File: src/rtl/sls_pkg.sv
// Shared types and codes for the script lexer stream.
// No dependencies; used by every module of the block.
package sls_pkg;

  localparam logic [1:0] KIND_CHAR   = 2'd0;
  localparam logic [1:0] KIND_END    = 2'd1;
  localparam logic [1:0] KIND_STATUS = 2'd2;

  localparam logic [2:0] CLS_IDENT  = 3'd0;
  localparam logic [2:0] CLS_NUMBER = 3'd1;
  localparam logic [2:0] CLS_STRING = 3'd2;
  localparam logic [2:0] CLS_SEP    = 3'd3;
  localparam logic [2:0] CLS_OP     = 3'd4;

  localparam logic [2:0] ST_OK        = 3'd0;
  localparam logic [2:0] ST_BAD_CHAR  = 3'd1;
  localparam logic [2:0] ST_UNMATCHED = 3'd2;
  localparam logic [2:0] ST_OPEN_STR  = 3'd3;
  localparam logic [2:0] ST_UNCLOSED  = 3'd4;
  localparam logic [2:0] ST_TOO_DEEP  = 3'd5;

  localparam logic [7:0] CH_NUL    = 8'h00;
  localparam logic [7:0] CH_UNDER  = 8'h5F;
  localparam logic [7:0] CH_DOT    = 8'h2E;
  localparam logic [7:0] CH_QUOTE  = 8'h22;
  localparam logic [7:0] CH_COMMA  = 8'h2C;
  localparam logic [7:0] CH_LPAREN = 8'h28;
  localparam logic [7:0] CH_RPAREN = 8'h29;

  localparam int MAX_RESULTS = 3;

  typedef struct packed {
    logic [1:0]  kind;
    logic [2:0]  cls;
    logic [7:0]  lexeme;
    logic [2:0]  status;
    logic [15:0] pos;
  } res_t;

  typedef struct packed {
    logic [1:0]                 cnt;
    res_t [MAX_RESULTS-1:0]     slot;
  } bundle_t;

endpackage

File: src/rtl/sls_if.sv
// Valid/ready channel interfaces for script bytes and lexer results.
// No dependencies.
interface sls_byte_if;
  logic       valid;
  logic       ready;
  logic [7:0] script_byte;
  modport source (output valid, output script_byte, input ready);
  modport sink (input valid, input script_byte, output ready);
endinterface

interface sls_result_if;
  logic        valid;
  logic        ready;
  logic [1:0]  result_kind;
  logic [2:0]  token_class;
  logic [7:0]  lexeme_byte;
  logic [2:0]  status_code;
  logic [15:0] error_position;
  logic        last_of_run;
  modport source (output valid, output result_kind, output token_class, output lexeme_byte,
                  output status_code, output error_position, output last_of_run,
                  input ready);
  modport sink (input valid, input result_kind, input token_class, input lexeme_byte,
                input status_code, input error_position, input last_of_run,
                output ready);
endinterface

File: src/rtl/sls_front.sv
// Lexer front end: classifies each byte, tracks lexer state, builds a result bundle.
// Depends on sls_pkg.
module sls_front #(
  parameter int DEPTH_BITS    = 8,
  parameter int POSITION_BITS = 16
) (
  input  logic                 clk_i,
  input  logic                 rst_ni,
  input  logic                 accept_i,
  input  logic [7:0]           byte_i,
  input  logic [63:0]          op_low_i,
  input  logic [63:0]          op_high_i,
  output logic                 push_o,
  output sls_pkg::bundle_t     bundle_o
);

  localparam logic [2:0] MODE_IDLE    = 3'd0;
  localparam logic [2:0] MODE_IDENT   = 3'd1;
  localparam logic [2:0] MODE_NUMBER  = 3'd2;
  localparam logic [2:0] MODE_STRING  = 3'd3;
  localparam logic [2:0] MODE_DISCARD = 3'd4;

  logic [2:0]               mode_q, mode_d;
  logic                     ws_q, ws_d;
  logic [DEPTH_BITS-1:0]    depth_q, depth_d;
  logic [POSITION_BITS-1:0] pos_q, pos_d;
  logic [15:0]              pos_rep;
  logic                     ws_eff;
  logic                     idle;
  logic [1:0]               k;
  sls_pkg::res_t [sls_pkg::MAX_RESULTS-1:0] r;
  logic                     is_alpha, is_digit, is_space, is_op;

  generate
    if (POSITION_BITS > 16) begin : g_sat
      assign pos_rep = (|pos_q[POSITION_BITS-1:16]) ? 16'hFFFF : pos_q[15:0];
    end else begin : g_ext
      assign pos_rep = 16'(pos_q);
    end
  endgenerate

  function automatic sls_pkg::res_t mk(logic [1:0] kind, logic [2:0] cls, logic [7:0] lex,
                                       logic [2:0] status, logic [15:0] pos);
    sls_pkg::res_t t;
    t.kind   = kind;
    t.cls    = cls;
    t.lexeme = lex;
    t.status = status;
    t.pos    = pos;
    return t;
  endfunction

  assign is_alpha = (byte_i >= 8'h61 && byte_i <= 8'h7A) || (byte_i >= 8'h41 && byte_i <= 8'h5A);
  assign is_digit = byte_i >= 8'h30 && byte_i <= 8'h39;
  assign is_space = byte_i == 8'h20 || (byte_i >= 8'h09 && byte_i <= 8'h0D);
  assign is_op    = !byte_i[7] && (byte_i[6] ? op_high_i[byte_i[5:0]] : op_low_i[byte_i[5:0]]);

  always_comb begin
    mode_d  = mode_q;
    ws_d    = ws_q;
    depth_d = depth_q;
    pos_d   = (pos_q != {POSITION_BITS{1'b1}}) ? POSITION_BITS'(pos_q + 1'b1) : pos_q;
    k       = 2'd0;
    r       = '0;
    idle    = 1'b0;
    ws_eff  = ws_q;
    case (mode_q)
      MODE_DISCARD: begin
        if (byte_i == sls_pkg::CH_NUL) begin
          mode_d  = MODE_IDLE;
          ws_d    = 1'b1;
          depth_d = '0;
          pos_d   = '0;
        end
      end
      MODE_STRING: begin
        if (byte_i == sls_pkg::CH_QUOTE) begin
          r[k] = mk(sls_pkg::KIND_END, sls_pkg::CLS_STRING, 8'd0, sls_pkg::ST_OK, 16'd0);
          k = k + 2'd1;
          mode_d = MODE_IDLE;
          ws_d   = 1'b0;
        end else if (byte_i == sls_pkg::CH_NUL) begin
          r[k] = mk(sls_pkg::KIND_END, sls_pkg::CLS_STRING, 8'd0, sls_pkg::ST_OK, 16'd0);
          k = k + 2'd1;
          r[k] = mk(sls_pkg::KIND_STATUS, sls_pkg::CLS_IDENT, 8'd0, sls_pkg::ST_OPEN_STR,
                    pos_rep);
          k = k + 2'd1;
          mode_d  = MODE_IDLE;
          ws_d    = 1'b1;
          depth_d = '0;
          pos_d   = '0;
        end else begin
          r[k] = mk(sls_pkg::KIND_CHAR, sls_pkg::CLS_STRING, byte_i, sls_pkg::ST_OK, 16'd0);
          k = k + 2'd1;
        end
      end
      MODE_IDENT: begin
        if (byte_i == sls_pkg::CH_UNDER || is_alpha || is_digit) begin
          r[k] = mk(sls_pkg::KIND_CHAR, sls_pkg::CLS_IDENT, byte_i, sls_pkg::ST_OK, 16'd0);
          k = k + 2'd1;
        end else begin
          r[k] = mk(sls_pkg::KIND_END, sls_pkg::CLS_IDENT, 8'd0, sls_pkg::ST_OK, 16'd0);
          k = k + 2'd1;
          ws_eff = 1'b0;
          idle   = 1'b1;
        end
      end
      MODE_NUMBER: begin
        if (is_digit || byte_i == sls_pkg::CH_DOT) begin
          r[k] = mk(sls_pkg::KIND_CHAR, sls_pkg::CLS_NUMBER, byte_i, sls_pkg::ST_OK, 16'd0);
          k = k + 2'd1;
        end else begin
          r[k] = mk(sls_pkg::KIND_END, sls_pkg::CLS_NUMBER, 8'd0, sls_pkg::ST_OK, 16'd0);
          k = k + 2'd1;
          ws_eff = 1'b0;
          idle   = 1'b1;
        end
      end
      default: idle = 1'b1;
    endcase

    if (idle) begin
      mode_d = MODE_IDLE;
      ws_d   = ws_eff;
      if (byte_i == sls_pkg::CH_NUL) begin
        r[k] = mk(sls_pkg::KIND_STATUS, sls_pkg::CLS_IDENT, 8'd0,
                  (depth_q != '0) ? sls_pkg::ST_UNCLOSED : sls_pkg::ST_OK, pos_rep);
        k = k + 2'd1;
        ws_d    = 1'b1;
        depth_d = '0;
        pos_d   = '0;
      end else if (ws_eff && is_alpha) begin
        mode_d = MODE_IDENT;
        r[k] = mk(sls_pkg::KIND_CHAR, sls_pkg::CLS_IDENT, byte_i, sls_pkg::ST_OK, 16'd0);
        k = k + 2'd1;
      end else if (ws_eff && is_digit) begin
        mode_d = MODE_NUMBER;
        r[k] = mk(sls_pkg::KIND_CHAR, sls_pkg::CLS_NUMBER, byte_i, sls_pkg::ST_OK, 16'd0);
        k = k + 2'd1;
      end else if (ws_eff && byte_i == sls_pkg::CH_QUOTE) begin
        mode_d = MODE_STRING;
      end else if (byte_i == sls_pkg::CH_COMMA) begin
        r[k] = mk(sls_pkg::KIND_CHAR, sls_pkg::CLS_SEP, byte_i, sls_pkg::ST_OK, 16'd0);
        k = k + 2'd1;
        r[k] = mk(sls_pkg::KIND_END, sls_pkg::CLS_SEP, 8'd0, sls_pkg::ST_OK, 16'd0);
        k = k + 2'd1;
        ws_d = 1'b1;
      end else if (byte_i == sls_pkg::CH_LPAREN) begin
        if (&depth_q) begin
          r[k] = mk(sls_pkg::KIND_STATUS, sls_pkg::CLS_IDENT, 8'd0, sls_pkg::ST_TOO_DEEP,
                    pos_rep);
          k = k + 2'd1;
          mode_d = MODE_DISCARD;
        end else begin
          depth_d = DEPTH_BITS'(depth_q + 1'b1);
          r[k] = mk(sls_pkg::KIND_CHAR, sls_pkg::CLS_OP, byte_i, sls_pkg::ST_OK, 16'd0);
          k = k + 2'd1;
          r[k] = mk(sls_pkg::KIND_END, sls_pkg::CLS_OP, 8'd0, sls_pkg::ST_OK, 16'd0);
          k = k + 2'd1;
          ws_d = 1'b1;
        end
      end else if (byte_i == sls_pkg::CH_RPAREN) begin
        if (depth_q != '0) begin
          depth_d = DEPTH_BITS'(depth_q - 1'b1);
          r[k] = mk(sls_pkg::KIND_CHAR, sls_pkg::CLS_OP, byte_i, sls_pkg::ST_OK, 16'd0);
          k = k + 2'd1;
          r[k] = mk(sls_pkg::KIND_END, sls_pkg::CLS_OP, 8'd0, sls_pkg::ST_OK, 16'd0);
          k = k + 2'd1;
          ws_d = 1'b1;
        end else begin
          r[k] = mk(sls_pkg::KIND_STATUS, sls_pkg::CLS_IDENT, 8'd0, sls_pkg::ST_UNMATCHED,
                    pos_rep);
          k = k + 2'd1;
          mode_d = MODE_DISCARD;
        end
      end else if (is_op) begin
        r[k] = mk(sls_pkg::KIND_CHAR, sls_pkg::CLS_OP, byte_i, sls_pkg::ST_OK, 16'd0);
        k = k + 2'd1;
        r[k] = mk(sls_pkg::KIND_END, sls_pkg::CLS_OP, 8'd0, sls_pkg::ST_OK, 16'd0);
        k = k + 2'd1;
        ws_d = 1'b1;
      end else if (is_space) begin
        ws_d = 1'b1;
      end else begin
        r[k] = mk(sls_pkg::KIND_STATUS, sls_pkg::CLS_IDENT, 8'd0, sls_pkg::ST_BAD_CHAR,
                  pos_rep);
        k = k + 2'd1;
        mode_d = MODE_DISCARD;
      end
    end
  end

  assign push_o        = accept_i && (k != 2'd0);
  assign bundle_o.cnt  = k;
  assign bundle_o.slot = r;

  always_ff @(posedge clk_i or negedge rst_ni) begin
    if (!rst_ni) begin
      mode_q  <= MODE_IDLE;
      ws_q    <= 1'b1;
      depth_q <= '0;
      pos_q   <= '0;
    end else if (accept_i) begin
      mode_q  <= mode_d;
      ws_q    <= ws_d;
      depth_q <= depth_d;
      pos_q   <= pos_d;
    end
  end

  a_discard_no_push: assert property (@(posedge clk_i) disable iff (!rst_ni)
    (mode_q == MODE_DISCARD) |-> !push_o)
    else $error("result produced while discarding");
  a_pos_clears_on_nul: assert property (@(posedge clk_i) disable iff (!rst_ni)
    (accept_i && byte_i == sls_pkg::CH_NUL) |=> (pos_q == '0 && depth_q == '0))
    else $error("state not rearmed after terminator");
  a_ident_word_start: assert property (@(posedge clk_i) disable iff (!rst_ni)
    (accept_i && mode_q == MODE_IDLE && !ws_q) |=> (mode_q != MODE_IDENT))
    else $error("token started off word start");

endmodule

File: src/rtl/sls_queue.sv
// Two-entry bundle queue between the lexer front end and the result sequencer.
// Depends on sls_pkg.
module sls_queue (
  input  logic              clk_i,
  input  logic              rst_ni,
  input  logic              push_i,
  input  sls_pkg::bundle_t  push_data_i,
  input  logic              pop_i,
  output logic              full_o,
  output logic              valid_o,
  output sls_pkg::bundle_t  head_o
);

  localparam int QDEPTH = 2;
  localparam int PW     = $clog2(QDEPTH);

  sls_pkg::bundle_t     mem_q [QDEPTH];
  logic [PW-1:0]        wr_q, wr_d, rd_q, rd_d;
  logic [PW:0]          cnt_q, cnt_d;

  assign full_o  = cnt_q == (PW+1)'(QDEPTH);
  assign valid_o = cnt_q != '0;
  assign head_o  = mem_q[rd_q];

  always_comb begin
    wr_d  = push_i ? PW'(wr_q + 1'b1) : wr_q;
    rd_d  = pop_i ? PW'(rd_q + 1'b1) : rd_q;
    cnt_d = (PW+1)'(cnt_q + (push_i ? 1'b1 : 1'b0) - (pop_i ? 1'b1 : 1'b0));
  end

  always_ff @(posedge clk_i) begin
    if (push_i) begin
      mem_q[wr_q] <= push_data_i;
    end
  end

  always_ff @(posedge clk_i or negedge rst_ni) begin
    if (!rst_ni) begin
      wr_q  <= '0;
      rd_q  <= '0;
      cnt_q <= '0;
    end else begin
      wr_q  <= wr_d;
      rd_q  <= rd_d;
      cnt_q <= cnt_d;
    end
  end

  a_no_overflow: assert property (@(posedge clk_i) disable iff (!rst_ni)
    push_i |-> (!full_o || pop_i))
    else $error("push into full queue");
  a_no_underflow: assert property (@(posedge clk_i) disable iff (!rst_ni)
    pop_i |-> valid_o)
    else $error("pop from empty queue");
  a_count_bound: assert property (@(posedge clk_i) disable iff (!rst_ni)
    cnt_q <= (PW+1)'(QDEPTH))
    else $error("queue count out of range");

endmodule

File: src/rtl/sls_back.sv
// Result sequencer: walks the head bundle one result per output handshake.
// Depends on sls_pkg and sls_if.
module sls_back (
  input  logic               clk_i,
  input  logic               rst_ni,
  input  logic               valid_i,
  input  sls_pkg::bundle_t   head_i,
  output logic               pop_o,
  sls_result_if.source       res_o
);

  logic [1:0]    idx_q, idx_d;
  logic          last;
  logic          fire;
  sls_pkg::res_t cur;

  assign cur  = head_i.slot[idx_q];
  assign last = idx_q == 2'(head_i.cnt - 2'd1);
  assign fire = res_o.valid && res_o.ready;

  assign res_o.valid          = valid_i;
  assign res_o.result_kind    = cur.kind;
  assign res_o.token_class    = cur.cls;
  assign res_o.lexeme_byte    = cur.lexeme;
  assign res_o.status_code    = cur.status;
  assign res_o.error_position = cur.pos;
  assign res_o.last_of_run    = last;

  assign pop_o = fire && last;

  always_comb begin
    idx_d = idx_q;
    if (fire) begin
      idx_d = last ? 2'd0 : 2'(idx_q + 2'd1);
    end
  end

  always_ff @(posedge clk_i or negedge rst_ni) begin
    if (!rst_ni) begin
      idx_q <= 2'd0;
    end else begin
      idx_q <= idx_d;
    end
  end

  a_idx_in_bundle: assert property (@(posedge clk_i) disable iff (!rst_ni)
    valid_i |-> (idx_q < head_i.cnt))
    else $error("result index beyond bundle");
  a_stall_holds_idx: assert property (@(posedge clk_i) disable iff (!rst_ni)
    (res_o.valid && !res_o.ready) |=> $stable(idx_q))
    else $error("index moved during stall");
  a_idx_zero_idle: assert property (@(posedge clk_i) disable iff (!rst_ni)
    !valid_i |-> (idx_q == 2'd0))
    else $error("index not cleared with empty queue");

endmodule

File: src/rtl/script_lexer_stream.sv
// Script lexer stream: one script byte in, zero to three results out.
// A byte's bundle is registered in the queue before its first result is offered.
// Throughput: one byte per cycle unless the queue is full; the result sequencer sends
// a byte's n results one per handshake; a two-bundle queue absorbs the difference.
// Reset: asynchronous, clears lexer state, queue and operator bitmaps; no clearing pass.
// Depends on sls_pkg, sls_if, sls_front, sls_queue and sls_back.
module script_lexer_stream #(
  parameter int DEPTH_BITS    = 8,
  parameter int POSITION_BITS = 16
) (
  input  logic          clk_i,
  input  logic          rst_ni,
  sls_byte_if.sink      byte_i,
  sls_result_if.source  res_o,
  input  logic          psel,
  input  logic          penable,
  input  logic          pwrite,
  input  logic [3:0]    paddr,
  input  logic [63:0]   pwdata,
  output logic [63:0]   prdata,
  output logic          pready
);

  logic [63:0]      op_low_q, op_high_q;
  logic             q_full, q_valid, push, pop, accept;
  sls_pkg::bundle_t push_data, head;

  assign pready = 1'b1;
  assign prdata = paddr[3] ? op_high_q : op_low_q;

  always_ff @(posedge clk_i or negedge rst_ni) begin
    if (!rst_ni) begin
      op_low_q  <= '0;
      op_high_q <= '0;
    end else if (psel && penable && pwrite) begin
      if (paddr[3]) begin
        op_high_q <= pwdata;
      end else begin
        op_low_q <= pwdata;
      end
    end
  end

  assign byte_i.ready = !q_full;
  assign accept       = byte_i.valid && !q_full;

  sls_front #(
    .DEPTH_BITS    (DEPTH_BITS),
    .POSITION_BITS (POSITION_BITS)
  ) u_front (
    .clk_i     (clk_i),
    .rst_ni    (rst_ni),
    .accept_i  (accept),
    .byte_i    (byte_i.script_byte),
    .op_low_i  (op_low_q),
    .op_high_i (op_high_q),
    .push_o    (push),
    .bundle_o  (push_data)
  );

  sls_queue u_queue (
    .clk_i       (clk_i),
    .rst_ni      (rst_ni),
    .push_i      (push),
    .push_data_i (push_data),
    .pop_i       (pop),
    .full_o      (q_full),
    .valid_o     (q_valid),
    .head_o      (head)
  );

  sls_back u_back (
    .clk_i   (clk_i),
    .rst_ni  (rst_ni),
    .valid_i (q_valid),
    .head_i  (head),
    .pop_o   (pop),
    .res_o   (res_o)
  );

endmodule
File: src/flat_wrapper.sv
// flat-port wrapper written by rule: the top's interface ports become plain ports
module script_lexer_stream_flat 
#(
  parameter int DEPTH_BITS    = 8,
  parameter int POSITION_BITS = 16
)
  (clk_i, rst_ni, psel, penable, pwrite, paddr, pwdata, prdata, pready, byte_i_valid, byte_i_script_byte, byte_i_ready, res_o_valid, res_o_result_kind, res_o_token_class, res_o_lexeme_byte, res_o_status_code, res_o_error_position, res_o_last_of_run, res_o_ready);
  sls_byte_if byte_i_i ();
  sls_result_if res_o_i ();
  input  logic clk_i;
  input  logic rst_ni;
  input  logic psel;
  input  logic penable;
  input  logic pwrite;
  input  logic [3:0] paddr;
  input  logic [63:0] pwdata;
  output logic [63:0] prdata;
  output logic pready;
  input wire logic [$bits(byte_i_i.valid)-1:0] byte_i_valid;
  input wire logic [$bits(byte_i_i.script_byte)-1:0] byte_i_script_byte;
  output wire logic [$bits(byte_i_i.ready)-1:0] byte_i_ready;
  output wire logic [$bits(res_o_i.valid)-1:0] res_o_valid;
  output wire logic [$bits(res_o_i.result_kind)-1:0] res_o_result_kind;
  output wire logic [$bits(res_o_i.token_class)-1:0] res_o_token_class;
  output wire logic [$bits(res_o_i.lexeme_byte)-1:0] res_o_lexeme_byte;
  output wire logic [$bits(res_o_i.status_code)-1:0] res_o_status_code;
  output wire logic [$bits(res_o_i.error_position)-1:0] res_o_error_position;
  output wire logic [$bits(res_o_i.last_of_run)-1:0] res_o_last_of_run;
  input wire logic [$bits(res_o_i.ready)-1:0] res_o_ready;
  assign byte_i_i.valid = byte_i_valid;
  assign byte_i_i.script_byte = byte_i_script_byte;
  assign byte_i_ready = byte_i_i.ready;
  assign res_o_valid = res_o_i.valid;
  assign res_o_result_kind = res_o_i.result_kind;
  assign res_o_token_class = res_o_i.token_class;
  assign res_o_lexeme_byte = res_o_i.lexeme_byte;
  assign res_o_status_code = res_o_i.status_code;
  assign res_o_error_position = res_o_i.error_position;
  assign res_o_last_of_run = res_o_i.last_of_run;
  assign res_o_i.ready = res_o_ready;
  script_lexer_stream #(.DEPTH_BITS(DEPTH_BITS), .POSITION_BITS(POSITION_BITS)) u_core (.clk_i(clk_i), .rst_ni(rst_ni), .byte_i(byte_i_i), .res_o(res_o_i), .psel(psel), .penable(penable), .pwrite(pwrite), .paddr(paddr), .pwdata(pwdata), .prdata(prdata), .pready(pready));
endmodule
File: config.mk
export PLATFORM = sky130hd
export DESIGN_NAME = script_lexer_stream_flat
export DESIGN_NICKNAME = d
export VERILOG_FILES = /design/src/rtl/sls_pkg.sv /design/src/rtl/sls_if.sv /design/src/rtl/sls_front.sv /design/src/rtl/sls_queue.sv /design/src/rtl/sls_back.sv /design/src/rtl/script_lexer_stream.sv /design/src/flat_wrapper.sv
export SDC_FILE = /design/constraint.sdc
export NUM_CORES = 1
export LEC_CHECK = 0
export BUFFER_PORTS_ARGS = -buffer_cell sky130_fd_sc_hd__buf_2
export CAP_MARGIN = 10
export CELL_PAD_IN_SITES_DETAIL_PLACEMENT = 2
export CELL_PAD_IN_SITES_GLOBAL_PLACEMENT = 2
export CORE_UTILIZATION = 35
export DETAILED_ROUTE_END_ITERATION = 16
export PLACE_DENSITY = 0.71
export SLEW_MARGIN = 40
export SYNTH_ARGS = -nofsm -noshare
export SYNTH_HDL_FRONTEND = slang
export SYNTH_HIERARCHICAL = 1
export SYNTH_SLANG_ARGS = --single-unit
export TNS_END_PERCENT = 5
File: constraint.sdc
create_clock -name clk_i -period 8.3 [get_ports clk_i]
set_input_delay 0.83 -clock clk_i [delete_from_list [all_inputs] [get_ports clk_i]]
set_output_delay 0.83 -clock clk_i [all_outputs]
set_load 0.01 [all_outputs]
* Yosys cells after proc, flatten, opt, wreduce, memory -nomap -nowiden
Memories as Yosys holds them, arrays and structs flattened. Cells that the tools add are included.
Word-level totals: register bits after elaboration 162, RAM bits 196, bits of input ports 83, output and inout bits 100, word-level logic and storage cells 207, memories kept 1
Operators by class: add/subtract/negate cells 11, magnitude comparators 14, equality and inequality tests 14, muxes and demuxes 116, bitwise operators 7, reduce and logical (&&, ||, !) cells 34
Memory list:
- u_core.u_queue.mem_q | depth 2, bits a word 98, rd ports 1, clocked after Yosys merged registers in 0, wr ports 1, RTL line sls_queue.sv:17 | sls_pkg::bundle_t mem_q [QDEPTH];
Operators by type and width (count):
- $mux W96 | 12
- $bwmux W96 | 8
- $mux W32 | 6
- $demux W32 S2 | 2
- $mux W31 | 4
- $mux W8 | 12
- $pmux W32 S3 | 1
- $and A90 B90 Y90 | 1
- $not A90 Y90 | 1
- $and A87 B87 Y87 | 1
- $not A87 Y87 | 1
- $mux W16 | 5
- $bmux W32 S2 | 1
- $mux W64 | 1
- $eq A8 B6 Y1 const B | 6
- $mux W3 | 15
- $pmux W16 S2 | 1
- $mux W2 | 15
- $mux W1 | 25
- $add A16 B1 Y16 const B | 1
- $ge A8 B7 Y1 const B | 2
- $le A8 B7 Y1 const B | 2
- $logic_and A1 B1 Y1 | 16
- $ne A16 B16 Y1 const B | 1
- 38 further kinds | 56

* Longest topological paths before layout
word-level depth 20, gate-level depth with buffers 16, mapped depth without buffers 14

* Cells and area by module
Netlist, hierarchy kept.
Modules (own cells, without submodules):
- sls_queue | instances 1, cells an instance 320, area an instance 7299.5 µm²
- script_lexer_stream | instances 1, cells an instance 346, area an instance 5796.8 µm²
- sls_front | instances 1, cells an instance 700, area an instance 4972.3 µm²
- sls_back | instances 1, cells an instance 124, area an instance 815.8 µm²

* Least setup slack after synthesis
OpenSTA, ideal clock, no wires.
path type input to register, start in byte_i_script_byte[4], end mem u_core/u_queue/mem_q[0][0] in the netlist's numbering (enable), setup time 0.567 ns, data arrival time 7.590 ns, required time 7.733 ns, slack 0.143 ns, cell stages on the path 13, path buffers 2, cell sequence clkbuf_1 nor3_1 nand2_1 or4_1 clkbuf_1 a21oi_1 ha_1 nor2_1 nor2_1 a21oi_1 o31ai_1 o31a_1 nor2b_1
Between the ends: longest elaborated chain between the ends 19, elaborated cells on any way between the ends 61
RTL lines:
- start: declaration | RTL line flat_wrapper.sv:20 | input wire logic [$bits(byte_i_i.script_byte)-1:0] byte_i_script_byte;
- $logic_not A8 Y1 | RTL line sls_front.sv:82, sls_front.sv:125
- $mux W2 | RTL line sls_front.sv:82 | end else if (byte_i == sls_pkg::CH_NUL) begin
- $mux W2 | RTL line sls_front.sv:77 | if (byte_i == sls_pkg::CH_QUOTE) begin
- $pmux W2 S2 | RTL line sls_front.sv:67 | case (mode_q)
- $add A2 B1 Y2
- $add A2 B1 Y2 or $mux W2 (tied branches)
- $mux W2, on equally long branches | RTL line sls_front.sv:176, sls_front.sv:163
- $mux W2 | RTL line sls_front.sv:162 | end else if (byte_i == sls_pkg::CH_RPAREN) begin
- [... 4 more ...]
- $mux W2 | RTL line sls_front.sv:132 | end else if (ws_eff && is_alpha) begin
- $mux W2 | RTL line sls_front.sv:125 | if (byte_i == sls_pkg::CH_NUL) begin
- $mux W2 (*) | RTL line sls_front.sv:122 | if (idle) begin
- $reduce_bool A2 Y1 (*) | RTL line sls_front.sv:193 | assign push_o = accept_i && (k != 2'd0);
- $logic_and A1 B1 Y1 (*) | RTL line sls_front.sv:193
- named net u_core.push | RTL line script_lexer_stream.sv:25 | logic q_full, q_valid, push, pop, accept;
- $mux W1 (*) | RTL line sls_queue.sv:32 | if (push_i) begin
- $mux W1 (implied by the code) (*) | RTL line sls_queue.sv:33 | mem_q[wr_q] <= push_data_i;
- end: declaration | RTL line sls_queue.sv:17
Mark *: on every way through the listed nets, which the timed path passes. The rest lies on a longest branch. The select of a mux whose other input is x is not followed.

* Worst setup path after layout
start in byte_i_script_byte[3], end mem u_core/u_queue/mem_q[1][9] in the netlist's numbering (enable)
Same word-level chain as after synthesis.

==> flow_metrics.tcl <==
set metrics [dict create \
    crit_chain "buf_2, nor3_1, nand2_1, or4_1, a21oi_1, inv_1, ha_1, nor2_1, nand2_1, o211ai_1, nor2_1, o21a_1, o31a_1, and2_4, buf_6" \
    p_per_area_nw_per_um2 316 \
    drc 0 \
    post_cts_buffers 0 \
    p_leak_nw 8.74 \
    grtUsageTotal_pct 20.9 \
    tritoncts "built" \
    synth_area_leader_cell "edfxtp_1" \
    antenna_found_initial 11 \
    setup_viol 0 \
    cts_resized 0 \
    die_h_um 234 \
    synth_edf_count 196 \
    cp.depth 15 \
    clock.fmax_mhz 187 \
    criticalPathCategory "in -> reg" \
    slew_headroom_pct 42.7 \
    drv_cap 0 \
    finish.instance_area_um2 21800 \
    synthArstFlopShare_pct 45.3 \
    synth_cells 1490 \
    htree_levels 2 \
    layout_commonest_cell "mux2_2" \
    rsz0062_at_grt "no" \
    core-area_um2 53000 \
    syn_area_um2 18900 \
    slew_violations 0 \
    num-fill-cells 5398 \
    hold_class "in -> async" \
    cts_root_buf "clkbuf_16" \
    firstDrtPassIters 5 \
    placed_area_um2 20300 \
    synth_area_leaders "edfxtp_1, dfrtp_1, mux2_2, mux2_4, mux2i_1" \
    grt_pass1_vias 14400 \
    gp_congestion 0.884 \
    end_kind "register" \
    ys_types 83 \
    drive_gt1_share_pct 35.3 \
    grt_max_degree 82 \
    synthToLayoutAreaGrowth_pct 15.3 \
    drtIter0Drc 637 \
    ys_seq_elements 358 \
    io_pins 183 \
    clock_skew_ns 0.0340 \
    hpwl_mm 37.6 \
    worst-path-max-fanout 77 \
    crit_path_top_delay_cell "or4_1" \
    cts_made_buffers 43 \
    clk_pin_slew_worst_paths_ns 0.05 \
    tns_ns 0 \
    clock_latency_ns 0.59 \
    ir_drop_uv 218 \
    start_kind "input port" \
    yosys_warnings 6 \
    tightest_slew_ns 0.853 \
    clk_path_buf_depth 3 \
    cp.buffers_inverters 3 \
    cp.arrival_ns 5.56 \
    synth_ff_type "edfxtp_1" \
    final_nets 1730 \
    route.vias.total 13000 \
    finalPower_w 0.00689 \
    period_share_pct 64.4 \
    crit_family "simple AND/OR/NAND/NOR gates" \
    io_buffer_count 178 \
    drtAntennaViolNets 0 \
    post-route-min-period_ns 5.34 \
    reg2regPathDepth 11 \
    vias_per_cell 5.50 \
    ctsHoldBuffers 0 \
    startpoint "byte_i_script_byte[3]" \
    wirelength_mm 56.7 \
    yosysSeqAreaShare_pct 52.6 \
    rows 84 \
    status "completed" \
    cp.required_ns 8.51 \
    drt-wirelength-per-cell_um 24.0 \
    postLayoutCoreUtil_pct 41.1 \
    fp.dieW_um 234 \
    initial_core_util_pct 35.7 \
    numClockSinks 358 \
    die_area_um2 54900 \
    slowest_delay_ns 0.64 \
    final_cell_mix "mux2_2, edfxtp_1, buf_2" \
    hold_violations 0 \
    grt-ovfl-total 0 \
    grt_first_pass_wirelength_mm 87.0 \
    avgSynthCellArea_um2 12.7 \
    synth_top_area_share_pct 31.2 \
    timing.rr.start "u_core/u_front/mode_q[2]$_DFFE_PN0P_" \
]
## cell usage after synthesis (5+ instances only)
master,n
a21boi_0,15
a21o_1,5
a21oi_1,50
a22o_1,9
a22oi_1,24
a31oi_1,13
and2_1,7
and3_1,14
buf_2,34
buf_4,20
buf_6,12
clkbuf_1,30
dfrtp_1,161
edfxtp_1,196
ha_1,11
inv_1,21
mux2_1,5
mux2_2,215
mux2_4,70
mux2i_1,85
mux4_2,8
nand2_1,100
nand2b_1,6
nand3_1,27
nand4_1,13
nor2_1,67
nor2b_1,27
nor3_1,24
nor3b_1,24
nor4_1,8
o211ai_1,5
o21ai_0,76
o21ai_1,5
o22ai_1,5
o31ai_1,8
or2_2,5
or3_1,6
## worst paths after layout
| kind | end | slack (ns) |
|---|---|---|
| max | u_core/u_queue/mem_q[1][9]$_DFFE_PP_ | 2.96 |
| min | u_core/op_high_q[45]$_DFFE_PN0P_ | 0.21 |
| max reg2reg | u_core/u_queue/mem_q[1][9]$_DFFE_PP_ | 3.33 |
| min reg2reg | u_core/op_high_q[9]$_DFFE_PN0P_ | 0.51 |
| max in group asynchronous | u_core/u_queue/rd_q$_DFFE_PN0P_ | 6.27 |
| min in group clk_i | u_core/op_high_q[9]$_DFFE_PN0P_ | 0.48 |
## layout make-up
class	instances	area, um^2	area share (%)
inverters	21	78.8	0.362
flip-flops and latches	358	9950	45.7
clock buffers	64	1200	5.53
multi-input cells	1012	8350	38.4
clock inverters	15	216	0.994
diodes	6	15.0	0.0689
well taps	688	861	3.95
repair buffers	200	1100	5.05
## where the power goes
| part | total, W | switching (W) | internal (W) |
|---|---|---|---|
| registers | 0.00266 | 0.000285 | 0.00237 |
| clock network | 0.00189 | 0.000778 | 0.00111 |
| logic | 0.00234 | 0.00134 | 0.000998 |
| total | 0.00689 | 0.00240 | 0.00448 |
## flip-flops by register name, summed over array words and instances, names as in the netlist, 2 cells and up
register	flops
u_core/u_queue/mem_q	196
u_core/op_high_q	64
u_core/op_low_q	64
u_core/u_front/pos_q	16
u_core/u_front/depth_q	8
u_core/u_front/mode_q	3
u_core/u_back/idx_q	2
u_core/u_queue/cnt_q	2
## routing by layer
layer  routed length (um)  global-route usage [%]  up-vias  part of all wire (%)
met5                   82                       0        -                  0.14
met4                 1190                    6.23       12                   2.1
li1                     -                       -     5896                     -
met1                24700                    26.7     6751                    43
met2                28400                    35.8      263                    50
met3                 2380                    3.84       87                   4.2
## stage by stage
| step | hold slack, ns | std cells | setup slack [ns] |
|---|---|---|---|
| finish | 0.211 | 2364 | 2.96 |
| global route | 0.233 | 2361 | 2.74 |
| CTS | 0.199 | 2358 | 2.96 |
| detailed placement | 0.513 | 2279 | 2.35 |
| global placement | 0.501 | 2279 | 2.25 |
| floorplan | 0.455 | 1491 | 0.143 |
## kinds of logic after synthesis
group / share of synthesized area (%)
mux: 24.1
flops: 52.6
simple gates: 9.45
compound gates: 9.08
buf+inv: 3.50
fa+ha+maj: 0.729
xor+xnor: 0.404
other cells: 0.0398
Note: power is estimated with default switching activity, not from simulation.
